==> config.mk <==
export PLATFORM = sky130hd
export DESIGN_NAME = actr_front
export DESIGN_NICKNAME = d
export VERILOG_FILES = /design/src/hdl/assert_macros.svh /design/src/hdl/actr_pkg.sv /design/src/hdl/actr_front.sv
export SDC_FILE = /design/constraint.sdc
export NUM_CORES = 1
export LEC_CHECK = 0
export BUFFER_PORTS_ARGS = -buffer_cell sky130_fd_sc_hd__buf_2
export CAP_MARGIN = 20
export CORE_ASPECT_RATIO = 1.25
export CORE_MARGIN = 1
export CORE_UTILIZATION = 30
export CTS_CLUSTER_DIAMETER = 100
export DETAILED_ROUTE_END_ITERATION = 7
export PLACE_DENSITY = 0.5
export SYNTH_ARGS = -nofsm -noshare
export SYNTH_HDL_FRONTEND = slang
export SYNTH_SLANG_ARGS = --single-unit
==> constraint.sdc <==
create_clock -name clk -period 3.1 [get_ports clk]
set_clock_uncertainty 0.1 [all_clocks]
set_input_delay 0.155 -clock clk [delete_from_list [all_inputs] [get_ports clk]]
set_output_delay 0.155 -clock clk [all_outputs]
set_load 0.05 [all_outputs]
==> src/hdl/assert_macros.svh <==
// ----------------------------------------------------------------------------
// Assertion macros
// Shared concurrent assertion forms, clocked on clk, disabled during arst_n.
// ----------------------------------------------------------------------------
`ifndef ASSERT_MACROS_SVH
`define ASSERT_MACROS_SVH

// Invariant that holds at every clock edge out of reset.
`define ASSERT_ALWAYS(label, expr, msg) \
	label: assert property (@(posedge clk) disable iff (!arst_n) (expr)) else $error(msg);

// Implication checked in the same cycle.
`define ASSERT_IMPLY(label, ante, cons, msg) \
	label: assert property (@(posedge clk) disable iff (!arst_n) (ante) |-> (cons)) \
		else $error(msg);

`endif

==> src/hdl/actr_pkg.sv <==
// ----------------------------------------------------------------------------
// actr_pkg
// Types, constants and AES-128 round functions for the CTR keystream XOR.
// ----------------------------------------------------------------------------
`timescale 1ns / 1ps
`default_nettype none

package actr_pkg;

	localparam int BLK_BYTES  = 16;
	localparam int IDX_W      = 4;
	localparam int CNT_W      = 64;
	localparam int BLKNUM_W   = 32;
	localparam int CFG_IDX_W  = 3;
	localparam int LAST_ROUND = 10;
	localparam int RND_W      = 4;
	localparam int FQ_DEPTH   = 4;
	localparam int FQ_PTR_W   = 2;
	localparam int FQ_CNT_W   = 3;
	localparam int KSB_DEPTH  = 2;
	localparam int KSB_CNT_W  = 2;

	typedef enum logic [CFG_IDX_W-1:0] {
		CFG_KEY_HIGH   = 3'd0,
		CFG_KEY_LOW    = 3'd1,
		CFG_NONCE_HIGH = 3'd2,
		CFG_NONCE_LOW  = 3'd3
	} cfg_idx_t;

	// one queued word between front and back
	typedef struct packed {
		logic [7:0]       data_byte;
		logic [IDX_W-1:0] idx;
		logic [CNT_W-1:0] count;
	} item_t;

	localparam logic [7:0] SBOX [0:255] = '{
		8'h63,8'h7c,8'h77,8'h7b,8'hf2,8'h6b,8'h6f,8'hc5,8'h30,8'h01,8'h67,8'h2b,8'hfe,8'hd7,8'hab,8'h76,
		8'hca,8'h82,8'hc9,8'h7d,8'hfa,8'h59,8'h47,8'hf0,8'had,8'hd4,8'ha2,8'haf,8'h9c,8'ha4,8'h72,8'hc0,
		8'hb7,8'hfd,8'h93,8'h26,8'h36,8'h3f,8'hf7,8'hcc,8'h34,8'ha5,8'he5,8'hf1,8'h71,8'hd8,8'h31,8'h15,
		8'h04,8'hc7,8'h23,8'hc3,8'h18,8'h96,8'h05,8'h9a,8'h07,8'h12,8'h80,8'he2,8'heb,8'h27,8'hb2,8'h75,
		8'h09,8'h83,8'h2c,8'h1a,8'h1b,8'h6e,8'h5a,8'ha0,8'h52,8'h3b,8'hd6,8'hb3,8'h29,8'he3,8'h2f,8'h84,
		8'h53,8'hd1,8'h00,8'hed,8'h20,8'hfc,8'hb1,8'h5b,8'h6a,8'hcb,8'hbe,8'h39,8'h4a,8'h4c,8'h58,8'hcf,
		8'hd0,8'hef,8'haa,8'hfb,8'h43,8'h4d,8'h33,8'h85,8'h45,8'hf9,8'h02,8'h7f,8'h50,8'h3c,8'h9f,8'ha8,
		8'h51,8'ha3,8'h40,8'h8f,8'h92,8'h9d,8'h38,8'hf5,8'hbc,8'hb6,8'hda,8'h21,8'h10,8'hff,8'hf3,8'hd2,
		8'hcd,8'h0c,8'h13,8'hec,8'h5f,8'h97,8'h44,8'h17,8'hc4,8'ha7,8'h7e,8'h3d,8'h64,8'h5d,8'h19,8'h73,
		8'h60,8'h81,8'h4f,8'hdc,8'h22,8'h2a,8'h90,8'h88,8'h46,8'hee,8'hb8,8'h14,8'hde,8'h5e,8'h0b,8'hdb,
		8'he0,8'h32,8'h3a,8'h0a,8'h49,8'h06,8'h24,8'h5c,8'hc2,8'hd3,8'hac,8'h62,8'h91,8'h95,8'he4,8'h79,
		8'he7,8'hc8,8'h37,8'h6d,8'h8d,8'hd5,8'h4e,8'ha9,8'h6c,8'h56,8'hf4,8'hea,8'h65,8'h7a,8'hae,8'h08,
		8'hba,8'h78,8'h25,8'h2e,8'h1c,8'ha6,8'hb4,8'hc6,8'he8,8'hdd,8'h74,8'h1f,8'h4b,8'hbd,8'h8b,8'h8a,
		8'h70,8'h3e,8'hb5,8'h66,8'h48,8'h03,8'hf6,8'h0e,8'h61,8'h35,8'h57,8'hb9,8'h86,8'hc1,8'h1d,8'h9e,
		8'he1,8'hf8,8'h98,8'h11,8'h69,8'hd9,8'h8e,8'h94,8'h9b,8'h1e,8'h87,8'he9,8'hce,8'h55,8'h28,8'hdf,
		8'h8c,8'ha1,8'h89,8'h0d,8'hbf,8'he6,8'h42,8'h68,8'h41,8'h99,8'h2d,8'h0f,8'hb0,8'h54,8'hbb,8'h16
	};

	function automatic logic [7:0] rcon(input logic [RND_W-1:0] rnd);
		logic [7:0] r;
		case (rnd)
			4'd1:    r = 8'h01;
			4'd2:    r = 8'h02;
			4'd3:    r = 8'h04;
			4'd4:    r = 8'h08;
			4'd5:    r = 8'h10;
			4'd6:    r = 8'h20;
			4'd7:    r = 8'h40;
			4'd8:    r = 8'h80;
			4'd9:    r = 8'h1b;
			4'd10:   r = 8'h36;
			default: r = 8'h00;
		endcase
		return r;
	endfunction

	function automatic logic [7:0] xtime(input logic [7:0] b);
		return {b[6:0], 1'b0} ^ (b[7] ? 8'h1b : 8'h00);
	endfunction

	// next round key, bytes MSB first
	function automatic logic [127:0] key_step(input logic [127:0] rk, input logic [7:0] rc);
		logic [31:0] w0, w1, w2, w3, t, n0, n1, n2, n3;
		w0 = rk[127:96];
		w1 = rk[95:64];
		w2 = rk[63:32];
		w3 = rk[31:0];
		t  = {SBOX[w3[23:16]] ^ rc, SBOX[w3[15:8]], SBOX[w3[7:0]], SBOX[w3[31:24]]};
		n0 = w0 ^ t;
		n1 = w1 ^ n0;
		n2 = w2 ^ n1;
		n3 = w3 ^ n2;
		return {n0, n1, n2, n3};
	endfunction

	// SubBytes, ShiftRows, MixColumns (skipped on last round), AddRoundKey
	function automatic logic [127:0] aes_round(input logic [127:0] s, input logic [127:0] rk,
		input logic last);
		logic [7:0]   b [BLK_BYTES];
		logic [7:0]   t [BLK_BYTES];
		logic [7:0]   a0, a1, a2, a3, all;
		logic [127:0] r;
		for (int i = 0; i < BLK_BYTES; i++) begin
			b[i] = s[127-8*i -: 8];
		end
		for (int c = 0; c < 4; c++) begin
			for (int i = 0; i < 4; i++) begin
				t[c*4+i] = SBOX[b[((c+i) & 3)*4+i]];
			end
		end
		if (!last) begin
			for (int c = 0; c < 4; c++) begin
				a0 = t[c*4];
				a1 = t[c*4+1];
				a2 = t[c*4+2];
				a3 = t[c*4+3];
				all = a0 ^ a1 ^ a2 ^ a3;
				t[c*4]   = a0 ^ all ^ xtime(a0 ^ a1);
				t[c*4+1] = a1 ^ all ^ xtime(a1 ^ a2);
				t[c*4+2] = a2 ^ all ^ xtime(a2 ^ a3);
				t[c*4+3] = a3 ^ all ^ xtime(a3 ^ a0);
			end
		end
		for (int i = 0; i < BLK_BYTES; i++) begin
			r[127-8*i -: 8] = t[i] ^ rk[127-8*i -: 8];
		end
		return r;
	endfunction

endpackage

`default_nettype wire

==> src/hdl/actr_front.sv <==
// ----------------------------------------------------------------------------
// actr_front
// Accepts data words, tags them with stream position, queues them.
// ----------------------------------------------------------------------------
`timescale 1ns / 1ps
`default_nettype none

module actr_front
	import actr_pkg::*;
(
	input  wire logic       clk,
	input  wire logic       arst_n,
	input  wire logic       restart,
	input  wire logic       in_valid,
	output logic            in_ready,
	input  wire logic [7:0] data_byte,
	output logic            q_valid,
	output item_t           q_item,
	input  wire logic       q_pop
);

	item_t               fq_mem [FQ_DEPTH];
	logic [FQ_PTR_W-1:0] wr_ptr_q;
	logic [FQ_PTR_W-1:0] rd_ptr_q;
	logic [FQ_CNT_W-1:0] fill_q;
	logic [CNT_W-1:0]    pos_q;
	logic                push;

	assign in_ready = (fill_q != FQ_CNT_W'(FQ_DEPTH));
	assign push     = in_valid && in_ready;
	assign q_valid  = (fill_q != '0);
	assign q_item   = fq_mem[rd_ptr_q];

	always_ff @(posedge clk or negedge arst_n) begin
		if (!arst_n) begin
			wr_ptr_q <= '0;
			rd_ptr_q <= '0;
			fill_q   <= '0;
			pos_q    <= '0;
		end else if (restart) begin
			wr_ptr_q <= '0;
			rd_ptr_q <= '0;
			fill_q   <= '0;
			pos_q    <= '0;
		end else begin
			if (push) begin
				wr_ptr_q <= wr_ptr_q + FQ_PTR_W'(1);
				pos_q    <= pos_q + CNT_W'(1);
			end
			if (q_pop) begin
				rd_ptr_q <= rd_ptr_q + FQ_PTR_W'(1);
			end
			fill_q <= fill_q + FQ_CNT_W'(push) - FQ_CNT_W'(q_pop);
		end
	end

	always_ff @(posedge clk) begin
		if (push) begin
			fq_mem[wr_ptr_q] <= '{data_byte: data_byte, idx: pos_q[IDX_W-1:0],
				count: pos_q + CNT_W'(1)};
		end
	end

endmodule

`default_nettype wire

[Yosys cells after proc, flatten, opt, wreduce, memory -nomap -nowiden]
Memory sizes are Yosys's and may differ from the RTL's.
Cells that the tools add are included.
Widths: inputs -> output; s select.
Storage, ports and cells
  memories: 1
  output and inout port bits: 78
  input bits: 13
  register bits: 71
  memory bits (writable): 304
Memory list
  fq_mem: depth 4, bits a word 76, read ports 1, clocked after Yosys merged registers in 0, write ports 1, RTL line actr_front.sv:22  | item_t fq_mem [FQ_DEPTH];
Cells by class
  reductions and logical operators: 4
  mux-type cells: 9
  equal/unequal tests: 1
  $add $sub $neg: 5
Operators with widths (number)
  $mux 64: 2
  $add 64x1->64 const B: 1
  $mux 2: 4
  $add 2x1->2 const B: 2
  $reduce_bool 2->1: 2
  $add 3x1->3: 1
  $mux 3: 1
  $ne 3x3->1 const B: 1
  $reduce_bool 3->1: 1
  $sub 3x1->3: 1
  $mux 1: 2
  $logic_and 1x1->1: 1

[Longest topological paths before layout]
Gate-level depths: netlist of the first run.
  depth in word-level cells: 5
  gate-level depth with buffers: 13
  gate-level depth less buffers: 10

[Worst setup path before layout of the first run]
Ideal clock, no wire load.
  kind: reg2reg
  start: register fill_q[2]
  end: memory fq_mem[1][0] in the netlist's numbering, enable pin
  cell stages (with the launch flop): 4
  path slack: -0.490 ns
  arrival time: 3.047 ns
  library setup time: 0.443 ns
  path buffers: 1
  cells stage by stage: dfrtp_1 > or3b_2 > clkbuf_1 > and3_1
On the way
  longest elaborated chain between the ends: 4
Ends and longest elaborated chain
  from (decl): RTL line actr_front.sv:25  | logic [FQ_CNT_W-1:0] fill_q;
  from (signal assigned): RTL line actr_front.sv:53  | fill_q <= fill_q + FQ_CNT_W'(push) - FQ_CNT_W'(q_pop);
  $ne 3x3->1: RTL line actr_front.sv:29  | assign in_ready = (fill_q != FQ_CNT_W'(FQ_DEPTH));
  via in_ready: RTL line actr_front.sv:15  | output logic in_ready,
  $logic_and 1x1->1: RTL line actr_front.sv:30  | assign push = in_valid && in_ready;
  $mux 1: RTL line actr_front.sv:58  | if (push) begin
  $mux 1 (not written as such): RTL line actr_front.sv:59  | fq_mem[wr_ptr_q] <= '{data_byte: data_byte, idx: pos_q[IDX_W-1:0],
  to (decl): RTL line actr_front.sv:22
The timed path passes the listed nets, and every way through them passes these cells.

[Final worst setup path of the first run]
  start: register pos_q[0]
  end: memory fq_mem[0][45] in the netlist's numbering (data pin)
On the way
  longest elaborated chain between the ends: 1
Ends and longest elaborated chain
  from (decl): RTL line actr_front.sv:26  | logic [CNT_W-1:0] pos_q;
  from (signal assigned): RTL line actr_front.sv:48  | pos_q <= pos_q + CNT_W'(1);
  $add 64x1->64: RTL line actr_front.sv:60  | count: pos_q + CNT_W'(1)};
Every way passes these cells.

==> results of run 1 <==
## path summary, 6_finish.rpt
check | from | to | slack (ns) | cells after the start
worst max-delay path | pos_q[0] | fq_mem[0][45] | 0.23 | 5
worst min-delay path | restart | pos_q[29] | 0.06 | 2
worst max register to register | pos_q[0] | fq_mem[0][45] | 0.23 | 5
worst min register to register | pos_q[63] | pos_q[63] | 0.48 | 2
max in group asynchronous | arst_n | pos_q[20] | 2.08 | 3
min in group asynchronous | arst_n | pos_q[54] | 0.15 | 2
## state kept, by name, indices dropped and copies added (netlist names)
name      cells
pos_q        64
fill_q        3
fq_mem      304
wr_ptr_q      2
rd_ptr_q      2
## cell usage after synthesis (all sizes together) (3+ instances only)
library cell,n
nor3,19
xnor2,51
mux4,76
inv,13
nor4,21
clkbuf,39
and3,13
nand3,39
nor2b,4
dfrtp,71
nand4b,4
nor2,69
ha,7
o31ai,11
nand2,47
and2,3
and4,10
buf,20
o21ai,18
or3,21
xor2,43
or4,15
nand4,39
or2,4
edfxtp,304
a21oi,34
mux2,3
## logic make-up after synthesis
| group | count (synthesis) | share of synthesized area |
|---|---|---|
| DFF | 375 | 0.685 |
| muxes | 79 | 0.110 |
| and+or+nand+nor | 311 | 0.105 |
| adders and majority gates | 8 | 0.00676 |
| buffers and inverters | 73 | 0.0181 |
| AOI/OAI and AO/OA | 68 | 0.0242 |
| xor gates and xnor gates | 94 | 0.0517 |
## through the flow
step / worst slack, ns / utilization / TNS, ns
2_1_floorplan: 0.0799 / - / 0
3_3_place_gp: -0.0109 / 0.333 / -0.0436
3_5_place_dp: -0.00607 / 0.333 / -0.0240
4_1_cts: 0.227 / 0.358 / 0
5_1_grt: 0.0125 / 0.358 / 0
6_report: 0.233 / 0.358 / 0
## power by group
group          switching, W  total (W)  internal (W)
sequential         0.000133    0.00603       0.00589
clock               0.00195    0.00448       0.00253
combinational       0.00162    0.00226      0.000644
## final cells by class
| cell class | instances | area, um^2 | area share |
|---|---|---|---|
| Timing Repair Buffer | 153 | 1040 | 0.0553 |
| Clock buffer | 49 | 1020 | 0.0543 |
| Inverter | 14 | 52.6 | 0.00279 |
| Clock inverter | 19 | 180 | 0.00958 |
| Multi-Input combinational cell | 560 | 4760 | 0.253 |
| Tap cell | 672 | 841 | 0.0447 |
| Sequential cell | 375 | 10900 | 0.580 |
## placed cells by master (no fill, tap or decap), drive strengths merged, types with 2 or more instances in the layout
cell	instances
edfxtp	304
buf	142
mux4	76
dfrtp	71
nor2	69
xnor2	51
clkbuf	49
nand2	47
xor2	43
nand4	39
nand3	39
a21oi	34
or3	21
nor4	21
nor3	19
inv	19
o21ai	18
or4	15
and3	13
o31ai	11
dlygate4sd3	11
and4	10
clkinv	10
ha	7
nand4b	4
or2	4
nor2b	4
mux2	3
and2	3
clkinvlp	2
bufinv	2
## routing by layer
metal  vias up  track usage
met5         -            0
met2       171        0.243
met4         0       0.0539
met3        55       0.0221
li1       4213            -
met1      4637        0.176
## what timing repair did
action,in CTS,in global routing
endpoints found under the hold margin,87,0
setup endpoints to repair,4,0
hold buffers,11,0
resized for setup,1,0
==> flow_metrics.py, run 1 <==
metrics = {
    "outcome": {
        "status": "complete, no violations",
    },
    "power_and_ir_drop": {
        "total_power_w": 0.0128,
        "irDropWorstVdd_mv": 0.321,
        "power_density_mw_per_mm2": 679,
        "p_leak_nw": 6.49,
    },
    "setup_path": {
        "cp_top_family": "simple AND/OR/NAND/NOR gates",
        "critical_path.max_fanout": 8,
        "worstSetupEndpointType": "flip-flop",
        "slowest_stage": "or4_4",
        "crit_path_start_kind": "flip-flop",
        "path_buf_inv": 0,
        "critPathKind": "reg2reg",
        "max_stage_delay_ns": 0.64,
        "path_cells": "nand3_4, or4_4, nor4_2, nand3_1, xnor2_1",
        "required_ns": 3.28,
        "crit_arrival_ns": 3.05,
    },
    "sta": {
        "rsz0062_at_grt": "no",
        "maxSlewViolCount": 0,
        "finalHoldViolCount": 0,
        "layout_worst_path_cycle_share": 0.925,
        "relSlewSlack": 0.494,
        "holdWs_ns": 0.0598,
        "timing.fmax_ghz": 0.349,
        "worstMarginPinSlew_ns": 0.759,
        "period_needed_ns": 2.87,
        "setup_violations": 0,
    },
    "routing": {
        "wl_met1_um": 16100,
        "dr.pass1.iters": 5,
        "ant_nets": 0,
        "met2_length_um": 18800,
        "initialDrtViolationCount": 579,
        "drt-total-wl_um": 37200,
        "topRoutingLayerUsed": "met4",
        "vias_per_cell": 4.93,
        "wire_per_inst_um": 20.2,
        "num_vias": 9076,
        "dr_wl_met3_um": 1260,
        "drc_errors": 0,
    },
    "die": {
        "fp.dieH_um": 260,
        "initial_core_util": 0.303,
        "die_area_mm2": 0.0540,
        "core-area_mm2": 0.0526,
        "die_width_um": 208,
        "core.rowCount": 94,
        "io_pins": 91,
    },
    "clocking": {
        "cts_buffers": 37,
        "cts.sink_count": 375,
        "worstSkewPairLatency_ns": 0.55,
        "cts_root_buffer": "clkbuf_16",
        "postCtsSetupBuffers": 0,
        "cts_tree": "built",
        "clkTransAtPathRegs_ns": 0.07,
        "clk_path_buf_depth": 3,
        "htreeDepth": 2,
    },
    "place": {
        "numPlacedInstances": 1763,
        "port-buffer-count": 90,
        "dp_hpwl_um": 25400,
        "routabilityCongestion": 0.928,
        "dpl_cell_area_mm2": 0.0175,
    },
    "logic_synthesis": {
        "syn_area_per_cell_um2": 15.8,
        "yosysTopAreaCell": "edfxtp_1",
        "syn_inst": 1008,
        "synth_ff_type": "edfxtp_1",
        "syn_area_mm2": 0.0159,
        "synth_top_area_share": 0.573,
        "async_flop_share": 0.189,
        "synth_enable_flop_cells": 304,
        "ys_top_cells_by_area": "edfxtp_1 57%, dfrtp_1 11%, mux4_2 11%",
        "ys_seq_area_frac": 0.685,
        "ys_seq_elements": 375,
        "synth_nets": 1029,
        "ys_types": 43,
        "yosysWarnings": 0,
    },
    "cells_and_area": {
        "fill_cells": 4973,
        "area_growth_pct": 18.1,
        "post-route-cell-area_mm2": 0.0188,
        "drive_above_1_share": 0.253,
        "num_antenna_cells": 0,
        "layout.nets": 1162,
        "final_cells": 1842,
    },
    "grt": {
        "grt_max_degree": 55,
        "grt_pass1_wl_um": 57900,
        "grt_antenna_before_repair": 0,
        "grt_usage": 0.140,
        "grt_overflow": 0,
        "grt_pass1_vias": 9484,
    },
    "job": {
        "maxCapViolations": 0,
    },
    "worst_hold_path": {
        "hold_path.class": "in2reg",
    },
}
(Power assumes the default switching activity.)
==> run 2, diff against run 1 <==
- CORE_MARGIN: 1 -> 2
- PLACE_DENSITY: 0.5 -> default
==> flow_metrics.py, run 2 (synthesis gave the netlist of run 1 again) <==
metrics = {
    "routing": {
        "wire_per_inst_um": 20.1,
        "initialDrtViolationCount": 602,
        "dr.pass1.iters": 5,
        "drc_errors": 0,
        "ant_nets": 0,
        "vias_per_cell": 5.01,
        "num_vias": 9178,
        "drt-total-wl_um": 36900,
    },
    "sta": {
        "worstMarginPinSlew_ns": 0.839,
        "rsz0062_at_grt": "no",
        "layout_worst_path_cycle_share": 0.924,
        "timing.fmax_ghz": 0.349,
        "relSlewSlack": 0.440,
        "setup_tns_ns": 0,
        "finalHoldViolCount": 0,
        "holdWs_ns": 0.0287,
        "setup_violations": 0,
        "maxSlewViolCount": 0,
        "period_needed_ns": 2.86,
    },
    "clocking": {
        "postCtsSetupBuffers": 0,
        "cts.repair.resized": 0,
        "cts.sink_count": 375,
        "cts_root_buffer": "clkbuf_16",
        "cts_tree": "built",
        "clk_path_buf_depth": 3,
        "worstSkewPairLatency_ns": 0.54,
        "clkTransAtPathRegs_ns": 0.07,
        "htreeDepth": 2,
        "cts_buffers": 37,
    },
    "power_and_ir_drop": {
        "power_density_mw_per_mm2": 694,
        "total_power_w": 0.0131,
        "irDropWorstVdd_mv": 0.304,
        "p_leak_nw": 6.49,
    },
    "cells_and_area": {
        "num_antenna_cells": 0,
        "layout_commonest_cell": "edfxtp_1",
        "layout.nets": 1153,
        "largest_reg_flops": 304,
        "drive_above_1_share": 0.252,
        "largest_register": "fq_mem",
        "multi_input_area_mm2": 0.00476,
        "fill_cells": 4913,
        "fin_util": 0.359,
        "final_cell_mix": "304 x edfxtp_1, 90 x buf_2, 76 x mux4_2, 69 x nor2_1, 69 x dfrtp_1",
        "reg_top3": "fq_mem x304, pos_q x64, fill_q x3",
        "regArea_mm2": 0.0109,
        "post-route-cell-area_mm2": 0.0189,
        "area_growth_pct": 18.5,
    },
    "setup_path": {
        "r2r_slack_ns": 0.24,
        "critical_path.max_fanout": 15,
        "required_ns": 3.46,
        "crit_arrival_ns": 3.23,
        "crit_path_start_kind": "flip-flop",
        "critPathKind": "reg2reg",
        "worstSetupEndpointType": "flip-flop",
    },
    "place": {
        "routabilityCongestion": 0.900,
        "port-buffer-count": 90,
        "dpl_cell_area_mm2": 0.0175,
        "dp_hpwl_um": 24700,
    },
    "grt": {
        "grt_usage": 0.136,
        "grt_max_degree": 38,
        "grt_pass1_wl_um": 57600,
        "grt_antenna_before_repair": 0,
        "grt_overflow": 0,
        "grt_pass1_vias": 9635,
    },
    "die": {
        "die_area_mm2": 0.0550,
        "initial_core_util": 0.303,
        "core-area_mm2": 0.0526,
        "fp.dieH_um": 262,
        "die_width_um": 210,
        "core.rowCount": 94,
        "io_pins": 91,
    },
    "job": {
        "maxCapViolations": 0,
    },
    "worst_hold_path": {
        "hold_path.class": "in2reg",
    },
    "outcome": {
        "status": "complete, no violations",
    },
}
==> run 2: metrics by stage <==
| stage | std cells | setup slack [ns] |
|---|---|---|
| 2_1_floorplan | 1008 | 0.0799 |
| 3_3_place_gp | 1755 | 0.319 |
| 3_5_place_dp | 1755 | 0.262 |
| 4_1_cts | 1833 | 0.233 |
| 5_1_grt | 1833 | 0.0593 |
| 6_report | 1833 | 0.236 |
==> run 2: power by group <==
group | total [W] | switching, W | internal (W)
combinational | 0.00230 | 0.00164 | 0.000654
sequential | 0.00603 | 0.000139 | 0.00589
clock | 0.00477 | 0.00194 | 0.00283
total | 0.0131 | 0.00372 | 0.00937
==> run 2: path summary, 6_finish.rpt <==
check,from,end,depth (start not counted)
min,in_valid,pos_q[6],5
min in group asynchronous,arst_n,pos_q[55],2
min reg2reg,pos_q[63],pos_q[63],2
max in group asynchronous,arst_n,pos_q[13],3
max reg2reg,pos_q[0],pos_q[52],7
max,pos_q[0],pos_q[52],7
==> run 2: worst max-delay path, cell delays in order, from the launching register on <==
cell	delay, ns
dfrtp_1	0.55
ha_1	0.29
nand3_1	0.19
nor3_2	0.22
buf_4	0.24
nand3_1	0.41
or4_1	0.63
a21oi_1	0.15
==> run 2: per-layer routing <==
metal  track usage  routed length [um]  vias to the layer above
met5             0                   0                        -
met4        0.0457                 994                        0
met3        0.0191                1450                       66
met2         0.239               18600                      208
met1         0.174               15800                     4747
li1              -                   -                     4157
==> run 2: final cells by class <==
cell class                      instances  share of cell area
Tap cell                              672              0.0446
Inverter                               14             0.00278
Clock buffer                           41              0.0521
Multi-Input combinational cell        560               0.252
Timing Repair Buffer                  144              0.0533
Clock inverter                         27              0.0170
Sequential cell                       375               0.578
==> run 2: repair_timing <==
action / CTS / global route
setup endpoints to repair: 0 / 0
hold endpoints to repair: 65 / 0
hold buffers: 10 / 0
==> run 3, diff against run 2 <==
- clock period: 3.1 -> 3.5 ns (I/O delays scaled with it)
==> flow_metrics.py, run 3 (synthesis gave the netlist of run 1 again) <==
metrics = {
    "routing": {
        "drt-total-wl_um": 36500,
        "ant_nets": 0,
        "drc_errors": 0,
        "initialDrtViolationCount": 714,
        "dr.pass1.iters": 6,
        "vias_per_cell": 5.03,
        "wire_per_inst_um": 20.1,
        "num_vias": 9125,
    },
    "grt": {
        "grt_antenna_before_repair": 0,
        "grt_pass1_vias": 9443,
        "grt_pass1_wl_um": 56000,
        "grt_overflow": 0,
        "grt_usage": 0.133,
        "grt_max_degree": 42,
    },
    "clocking": {
        "htreeDepth": 2,
        "cts_root_buffer": "clkbuf_16",
        "cts_buffers": 37,
        "cts_tree": "built",
        "clk_path_buf_depth": 3,
        "worstSkewPairLatency_ns": 0.54,
        "cts.sink_count": 375,
        "clkTransAtPathRegs_ns": 0.06,
        "postCtsSetupBuffers": 0,
        "cts.repair.resized": 0,
    },
    "setup_path": {
        "crit_path_start_kind": "flip-flop",
        "cp_top_family": "simple AND/OR/NAND/NOR gates",
        "worst-path-stages": 6,
        "path_buf_inv": 1,
        "required_ns": 3.73,
        "slowest_stage": "nor4_2",
        "max_stage_delay_ns": 0.77,
        "worstSetupEndpointType": "flip-flop",
        "crit_top_cell": "nand3_1",
        "path_cells": "nand3_1, or4_1, nor4_2, buf_4, nand3_1, xnor2_1",
        "critPathKind": "reg2reg",
        "critical_path.max_fanout": 7,
        "rr_worst_depth": 6,
        "crit_arrival_ns": 3.32,
    },
    "cells_and_area": {
        "largest_reg_flops": 304,
        "reg_top3": "fq_mem x304, pos_q x64, fill_q x3",
        "fill_cells": 4910,
        "layout_commonest_cell": "edfxtp_1",
        "layout.nets": 1135,
        "num_antenna_cells": 0,
        "fin_util": 0.353,
        "multi_input_area_mm2": 0.00476,
        "area_growth_pct": 16.5,
        "final_cell_mix": "304 x edfxtp_1, 90 x buf_2, 76 x mux4_2, 69 x nor2_1, 69 x dfrtp_1",
        "drive_above_1_share": 0.233,
        "largest_register": "fq_mem",
        "regArea_mm2": 0.0109,
    },
    "die": {
        "die_area_mm2": 0.0550,
        "io_pins": 91,
        "fp.dieH_um": 262,
        "die_width_um": 210,
        "initial_core_util": 0.303,
        "core-area_mm2": 0.0526,
        "core.rowCount": 94,
    },
    "sta": {
        "finalHoldViolCount": 0,
        "worstMarginPinSlew_ns": 0.920,
        "maxSlewViolCount": 0,
        "relSlewSlack": 0.387,
        "setup_violations": 0,
        "timing.fmax_ghz": 0.324,
        "period_needed_ns": 3.09,
        "layout_worst_path_cycle_share": 0.882,
        "rsz0062_at_grt": "no",
        "setup_tns_ns": 0,
    },
    "power_and_ir_drop": {
        "p_leak_nw": 6.34,
        "power_density_mw_per_mm2": 601,
        "irDropWorstVdd_mv": 0.278,
    },
    "outcome": {
        "status": "complete, no violations",
    },
    "place": {
        "dp_hpwl_um": 24000,
        "routabilityCongestion": 0.907,
        "port-buffer-count": 90,
    },
    "job": {
        "maxCapViolations": 0,
    },
    "worst_hold_path": {
        "hold_path.class": "in2reg",
        "min_path_cells": 5,
    },
}
-- run 3: changes by cell type in the layout (fill, tap and decap cells not counted) --
cell and delta:
inv_6 -2, clkinv_2 +2, clkbuf_1 +4, clkinvlp_4 -4, buf_4 -15, buf_12 -3
clkinv_1 +5, bufinv_16 -5
-- run 3: worst paths after layout --
check,startpoint,to,slack (ns)
worst max-delay path,pos_q[20],fq_mem[3][63],0.41
worst min-delay path,in_valid,pos_q[6],0.03
worst max register to register,pos_q[20],fq_mem[3][63],0.41
worst min register to register,wr_ptr_q[1],wr_ptr_q[1],0.47
max in group asynchronous,arst_n,pos_q[15],2.17
min in group asynchronous,arst_n,pos_q[55],0.22
-- run 3: per-layer routing --
metal	wire, um	vias up	track usage
met5	0	-	0
met4	1000	0	0.0498
met3	1930	65	0.0271
met2	18300	228	0.231
met1	15300	4695	0.164
li1	-	4137	-
-- run 3: power breakdown --
group | total [W] | internal [W] | switching [W]
registers | 0.00534 | 0.00522 | 0.000113
clock network | 0.00378 | 0.00212 | 0.00166
logic | 0.00202 | 0.000561 | 0.00146
-- run 3: tightest hold or removal path, stage by stage --
cell and delay [ns]:
buf_2 0.16, inv_1 0.06, nor4b_1 0.07, xnor2_1 0.13
nor2_1 0.04
-- run 3: layout make-up --
type                            instances  share of cell area
Inverter                               14             0.00283
Tap cell                              672              0.0453
Multi-Input combinational cell        560               0.256
Sequential cell                       375               0.588
Clock inverter                         23             0.00823
Timing Repair Buffer                  126              0.0449
Clock buffer                           45              0.0538
-- run 3: timing repair --
item	in CTS	in global routing
endpoints found under the hold margin	68	0
hold buffers	10	0
endpoints found under the setup margin	0	0
-- run 3: metrics by stage --
stage                     instance area [um^2]  total power (W)  hold slack (ns)  instances  worst slack (ns)
final                                    18500           0.0111           0.0332       1815             0.414
after global routing                     18500           0.0116           0.0754       1815             0.310
after CTS                                18500           0.0113           0.0284       1815             0.476
after detailed placement                 17300          0.00750            0.268       1737             0.493
after floorplan                          15900          0.00687           -0.221       1008             0.236
after global placement                   17300          0.00747            0.260       1737             0.582
